==> config.mk <==
export PLATFORM = sky130hd
export DESIGN_NAME = v3alu_div
export DESIGN_NICKNAME = d
export VERILOG_FILES = /design/src/design/v3alu_pkg.sv /design/src/design/v3alu_div.sv
export SDC_FILE = /design/constraint.sdc
export NUM_CORES = 2
export LEC_CHECK = 0
export CAP_MARGIN = 10
export CORE_MARGIN = 2
export CORE_UTILIZATION = 34
export CTS_CLUSTER_SIZE = 30
export DETAILED_ROUTE_END_ITERATION = 8
export DONT_BUFFER_PORTS = 1
export PLACE_DENSITY_LB_ADDON = 0.2
export SYNTH_ARGS = -nofsm -noshare
export SYNTH_HDL_FRONTEND = slang
export SYNTH_SLANG_ARGS = --single-unit
==> constraint.sdc <==
create_clock -name aclk -period 3.5 [get_ports aclk]
set_input_delay 0.7 -clock aclk [delete_from_list [all_inputs] [get_ports aclk]]
set_output_delay 0.7 -clock aclk [all_outputs]
set_load 0.02 [all_outputs]
==> src/design/v3alu_pkg.sv <==
// Shared types, constants and the clamp function of the 3-D vector unit.
`default_nettype none

package v3alu_pkg;

    localparam int WORD_W      = 32;
    localparam int FRAC_W      = 16;
    localparam int PROD_W      = 2 * WORD_W;
    localparam int LANE_W      = PROD_W + 1;
    localparam int SUM_W       = PROD_W + 2;
    localparam int SQ_W        = PROD_W;
    localparam int ROOT_W      = WORD_W;
    localparam int QUO_W       = FRAC_W + 1;
    localparam int SQRT_STAGES = ROOT_W;
    localparam int DIV_STAGES  = FRAC_W + 1;
    localparam int IN_W        = 232;
    localparam int OUT_W       = 136;

    typedef enum logic [2:0] {
        OP_ADD   = 3'd0,
        OP_SUB   = 3'd1,
        OP_SCALE = 3'd2,
        OP_DOT   = 3'd3,
        OP_CROSS = 3'd4,
        OP_LEN   = 3'd5,
        OP_NORM  = 3'd6,
        OP_NONE  = 3'd7
    } op_t;

    typedef logic signed [WORD_W-1:0] word_t;

    typedef struct packed {
        word_t value;
        logic  sat;
    } clamp_t;

    // results that travel alongside the root pipeline
    typedef struct packed {
        op_t   op;
        word_t rx;
        word_t ry;
        word_t rz;
        word_t sc;
        logic  sat;
        word_t ax;
        word_t ay;
        word_t az;
    } mid_t;

    // results that travel alongside the divider pipelines
    typedef struct packed {
        op_t   op;
        word_t rx;
        word_t ry;
        word_t rz;
        word_t sc;
        logic  sat;
        logic  len_nz;
    } post_t;

    // clamp a wide signed value to the word range
    function automatic clamp_t clamp_word(input logic signed [SUM_W-1:0] v);
        clamp_t c;
        c.value = v[WORD_W-1:0];
        c.sat   = 1'b0;
        if (!((&v[SUM_W-1:WORD_W-1]) || (~|v[SUM_W-1:WORD_W-1]))) begin
            c.sat   = 1'b1;
            c.value = v[SUM_W-1] ? {1'b1, {(WORD_W-1){1'b0}}} : {1'b0, {(WORD_W-1){1'b1}}};
        end
        return c;
    endfunction

endpackage

`default_nettype wire

==> src/design/v3alu_div.sv <==
// Pipelined restoring divider for one normalise component, one quotient bit per stage.
`default_nettype none

module v3alu_div
    import v3alu_pkg::*;
(
    input  wire logic                aclk,
    input  wire logic                en,
    input  wire logic [WORD_W-1:0]   mag,
    input  wire logic [WORD_W-1:0]   len,
    input  wire logic                neg,
    output word_t                    q
);

    logic [WORD_W-1:0]  rem_reg [DIV_STAGES];
    logic [QUO_W-1:0]   quo_reg [DIV_STAGES];
    logic [WORD_W-1:0]  len_reg [DIV_STAGES];
    logic               neg_reg [DIV_STAGES];
    logic [WORD_W-1:0]  rem_next[DIV_STAGES];
    logic [QUO_W-1:0]   quo_next[DIV_STAGES];
    logic [QUO_W-1:0]   quo_last;

    // magnitude never exceeds the length, so the quotient is at most one
    always_comb begin
        logic [WORD_W:0]    t;
        logic               ge;
        for (int k = 0; k < DIV_STAGES; k++) begin
            if (k == 0) begin
                t  = {1'b0, mag};
                ge = t >= {1'b0, len};
                rem_next[k] = ge ? (mag - len) : mag;
                quo_next[k] = {{(QUO_W-1){1'b0}}, ge};
            end else begin
                t  = {rem_reg[k-1], 1'b0};
                ge = t >= {1'b0, len_reg[k-1]};
                rem_next[k] = ge ? WORD_W'(t - {1'b0, len_reg[k-1]}) : t[WORD_W-1:0];
                quo_next[k] = {quo_reg[k-1][QUO_W-2:0], ge};
            end
        end
    end

    always_ff @(posedge aclk) begin
        if (en) begin
            rem_reg[0] <= rem_next[0];
            quo_reg[0] <= quo_next[0];
            len_reg[0] <= len;
            neg_reg[0] <= neg;
            for (int k = 1; k < DIV_STAGES; k++) begin
                rem_reg[k] <= rem_next[k];
                quo_reg[k] <= quo_next[k];
                len_reg[k] <= len_reg[k-1];
                neg_reg[k] <= neg_reg[k-1];
            end
        end
    end

    // truncation toward zero: negate the magnitude quotient
    assign quo_last = quo_reg[DIV_STAGES-1];
    assign q = neg_reg[DIV_STAGES-1] ? -word_t'({{(WORD_W-QUO_W){1'b0}}, quo_last})
                                     : word_t'({{(WORD_W-QUO_W){1'b0}}, quo_last});

endmodule

`default_nettype wire

# --- After elaboration in Yosys (flattened, before gate mapping) ---
# Memories as Yosys holds them, arrays and structs flattened.
# Cells that the tools add are included.
word_totals:
  output_inout_bits: 32
  ramBits: 1394
  input_bits: 67
  n_memories: 4
  ff_bits: 0
  word_cells: 59
memory_table:
  columns: ["memory", "depth", "word_bits", "rd", "rd_ports_with_merged_regs", "wr", "line", "source"]
  rows:
  - ["len_reg", 17, 32, 16, 0, 17, "v3alu_div.sv:17", "logic [WORD_W-1:0] len_reg [DIV_STAGES];"]
  - ["rem_reg", 17, 32, 16, 0, 17, "v3alu_div.sv:15", "logic [WORD_W-1:0] rem_reg [DIV_STAGES];"]
  - ["quo_reg", 17, 17, 17, 0, 17, "v3alu_div.sv:16", "logic [QUO_W-1:0] quo_reg [DIV_STAGES];"]
  - ["neg_reg", 17, 1, 17, 0, 17, "v3alu_div.sv:18", "logic neg_reg [DIV_STAGES];"]
op_classes:
  addsub: 18
  order_cmp: 17
  mux: 20
ops:
  columns: ["op", "count"]
  rows:
  - ["32-bit two-way mux", 18]
  - ["32-bit subtractor", 17]
  - ["33-bit by 32-bit >= comparator with 1-bit output", 16]
  - ["32-bit >= comparator", 1]
  - ["17-bit negator with 32-bit output", 1]
  - ["1-bit two-way mux", 2]

# --- Depth between registers and ports, before layout ---
# An unclocked memory read counts as a cell.
logic_depth:
  depth_word: 3
  depth_mapped: 14
  mapped_depth_nobuf: 13

# --- Worst setup path before layout ---
# No wires, ideal clock.
synth_timing:
  path_kind: "input port to flip-flop"
  startpoint: "input len[2]"
  endpoint: "memory rem_reg[0][23], data pin"
  required_ns: 3.240
  setup_time_ns: 0.260
  slack_ns: -0.148
  stages: 13
  path_buffers: 1
  arrival_ns: 3.388
  cell_sequence: "inv_1 -> ha_1 -> nor2b_1 -> o31a_1 -> o21ai_0 -> a21boi_0 -> o311a_1 -> o311ai_2 -> a31oi_1 -> o21ai_1 -> nor2_1 -> buf_2 -> mux2_2"
synth_lines:
  columns: ["item", "line", "source"]
  rows:
  - ["start, declared", "v3alu_div.sv:10", "input wire logic [WORD_W-1:0] len,"]
  - ["end, declared", "v3alu_div.sv:15", null]

==> results.json <==
{
  "status": "finished with violations",
  "violations": "setup timing",
  "drt_wl_total_mm": 176.7,
  "power_mw": 79.39,
  "fin_tns_setup_ns": -14.55,
  "hp-class": "in2reg",
  "synth-edff-count": 1194,
  "met3_wirelength_mm": 4.609,
  "cp-start-kind": "register",
  "slew_headroom_pct": 48.45,
  "dr_wl_met2_mm": 99.76,
  "worstMarginPinSlew_ns": 0.7732,
  "hold_violations": 0,
  "die_area_um2": 210000,
  "clock_skew_ns": 0.02011,
  "pre_cts_ws_ns": -0.6172,
  "syn-cell-area_um2": 70150,
  "dieHeight_um": 458.2,
  "io_pins": 99,
  "fin_ws_ns": -0.3828,
  "io_buffer_count": 0,
  "yosys.area_share.simple_pct": 10.05,
  "finalWeightedCongestion": 0.9866,
  "synth_cell_types": 84,
  "dpl.hpwl_mm": 134.3,
  "syn_inst": 6463,
  "maxSlewViolCount": 0,
  "clock.fmax_ghz": 0.2575,
  "synth.largest_area_cell": "edfxtp_1",
  "row_count": 166,
  "vdd_ir_drop_max_mv": 0.5379,
  "ant_nets": 0,
  "yosysWarnings": 0,
  "synthToLayoutAreaGrowth_pct": 24.70,
  "core_area_um2": 204800,
  "synth_compound_area_share_pct": 15.70,
  "fin_crit_sh_pct": 110.9,
  "synthAdderAreaFrac_pct": 10.16,
  "endpoint_kind": "output port",
  "finalCriticalPeriod_ns": 3.883,
  "path_class": "reg2out",
  "drt_pass1_iterations": 7,
  "fp.dieW_um": 458.2,
  "maxCapViolCount": 0,
  "ys_seq_elements": 1194,
  "post_drt_wl_per_cell_um": 17.28,
  "clock-root-buffer": "clkbuf_16",
  "grt_setup_unrepaired": "yes",
  "drc_errors": 0,
  "grt_pass1_wl_mm": 272.9,
  "cp.required_ns": 2.80,
  "grt_max_degree": 110,
  "via_per_inst": 4.949,
  "synth_nets": 7090,
  "syn_avg_cell_area_um2": 10.85,
  "yosysSeqAreaShare_pct": 51.11,
  "setup_viol": 59,
  "synth_top_family_by_area": "compound AO/OA/AOI/OAI gates",
  "top_layer_used": "met4",
  "clkSinkCount": 1194,
  "power_density_nw_per_um2": 907.6,
  "arrival_ns": 3.18,
  "htree_num_levels": 4,
  "critPathMaxFanout": 4,
  "power_leakage_nw": 36.66,
  "fin_nets": 8058,
  "synth-xor-area-share_pct": 5.544,
  "synthArstFlopShare_pct": 0,
  "synth_top_flop_cell": "edfxtp_1",
  "antenna_found_initial": 1,
  "clkTransAtPathRegs_ns": 0.06,
  "clkLatencyLatePin_ns": 0.78,
  "layout-drive-gt1-share_pct": 21.13,
  "initial_core_util_pct": 34.25,
  "dr.first_iter.drc_count": 2330,
  "gr-usage-all-layers_pct": 16.34,
  "overflow": 0,
  "m1WireLength_mm": 59.62,
  "cts_tree": "yes",
  "synth_top_area_share_pct": 51.11,
  "route.vias.total": 50601,
  "grt_pass1_vias": 52984,
  "cts_buffer_depth": 3,
  "cts-buffers-inserted": 143,
  "synthTopCellsByArea": "edfxtp_1 51%, ha_1 9.7%, a21oi_1 3.9%",
  "synth_mux_area_share_pct": 2.863
}
synthesized netlist by cell type, types with 15 or more instances:
cell type	n
edfxtp_1	1194
inv_1	682
ha_1	544
a21oi_1	542
nand2_1	454
o21ai_0	433
nor2_1	408
a21o_1	249
xnor2_1	242
xor2_1	202
mux2_2	156
clkbuf_1	132
nand3_1	105
nand4_1	83
nor3_1	81
nand2b_1	80
o21a_1	79
nor2b_1	73
a31oi_1	56
o21bai_1	50
o31ai_1	46
a211oi_1	42
and3_1	39
and2_1	34
or3_1	30
nor4_1	25
o211ai_1	25
o31a_1	24
or2_2	24
a31o_2	21
a21boi_0	20
o41a_1	17
buf_2	16
fa_1	16
o41ai_1	15
routing by layer:
layer / up-vias / track usage, %
li1: 25581 / -
met1: 23629 / 14.65
met2: 860 / 33.71
met3: 531 / 2.225
met4: 0 / 9.896
met5: - / 0
final timing paths:
check / startpoint / end / slack [ns] / depth (start not counted)
min reg2reg: quo_reg[3][20]$_DFFE_PP_ / quo_reg[3][38]$_DFFE_PP_ / 0.41 / 0
min: mag[29] / rem_reg[0][29]$_DFFE_PP_ / 0.15 / 1
max: quo_reg[4][4]$_DFFE_PP_ / q[26] / -0.38 / 7
max reg2reg: len_reg[0][97]$_DFFE_PP_ / rem_reg[0][157]$_DFFE_PP_ / -0.35 / 12
cells in the final DEF (no fill, tap or decap), types with 62 or more instances in the layout:
cell / netlist / layout
o21a_1: 79 / 79
nor2_1: 408 / 384
nand2b_1: 80 / 77
inv_1: 682 / 669
nand4_1: 83 / 83
o21ai_0: 433 / 399
mux2_2: 156 / 140
nand3_1: 105 / 102
buf_4: 2 / 857
xnor2_1: 242 / 238
xor2_1: 202 / 202
ha_1: 544 / 520
clkbuf_16: 0 / 152
edfxtp_1: 1194 / 1194
nand2_1: 454 / 453
nor3_1: 81 / 74
a21o_1: 249 / 249
nor2b_1: 73 / 62
a21oi_1: 542 / 505
critical path, cell delays in order (launching register included):
cell and delay, ns:
edfxtp_1 0.40, nor3_2 0.24, nand3b_1 0.23, or2_4 0.30, nand2b_4 0.16, or4_4 0.46
buf_6 0.15, o41a_1 0.47
kinds of logic after synthesis:
kind of cell | after synthesis
fa+ha+maj | 560
flops | 1194
xor+xnor | 444
buf+inv | 843
compound gates | 1756
simple gates | 1490
mux | 176
where the power goes:
group	leakage, nW	internal (mW)	total [mW]	switching, mW
clock network	2.16	8.15	14.2	6.01
logic	22.8	20.2	41.8	21.6
registers	11.7	21.4	23.5	2.05
total	36.7	49.7	79.4	29.6
layout make-up:
cell class / count / area (µm²)
timing repair buffer: 982 / 8454
clock inverter: 77 / 749.5
tap: 2688 / 3363
fill: 19231 / 117300
sequential: 1194 / 35850
clock buffer: 172 / 3687
antenna: 2 / 5.005
inverter: 684 / 2581
multi-input combinational: 4426 / 32780
repair_timing:
action | CTS | global route
endpoints found under the setup margin | 338 | 336
cloned | 9 | 10
pin swaps | 57 | 85
endpoints found under the hold margin | 33 | 0
hold buffers | 33 | 0
resized for setup | 160 | 234
buffers inserted | 41 | 43
per-stage QoR:
stage          hold WS [ns]  util [%]  area (µm²)  std cells
2_1_floorplan        0.4003         -       70170       6463
3_3_place_gp         0.4005     39.04       79950       9848
3_5_place_dp         0.4045     39.04       79950       9848
4_1_cts             0.07709     41.97       85950      10176
5_1_grt             0.09576     42.71       87470      10224
6_report             0.1521     42.71       87480      10225
(Power assumes the default switching activity.)
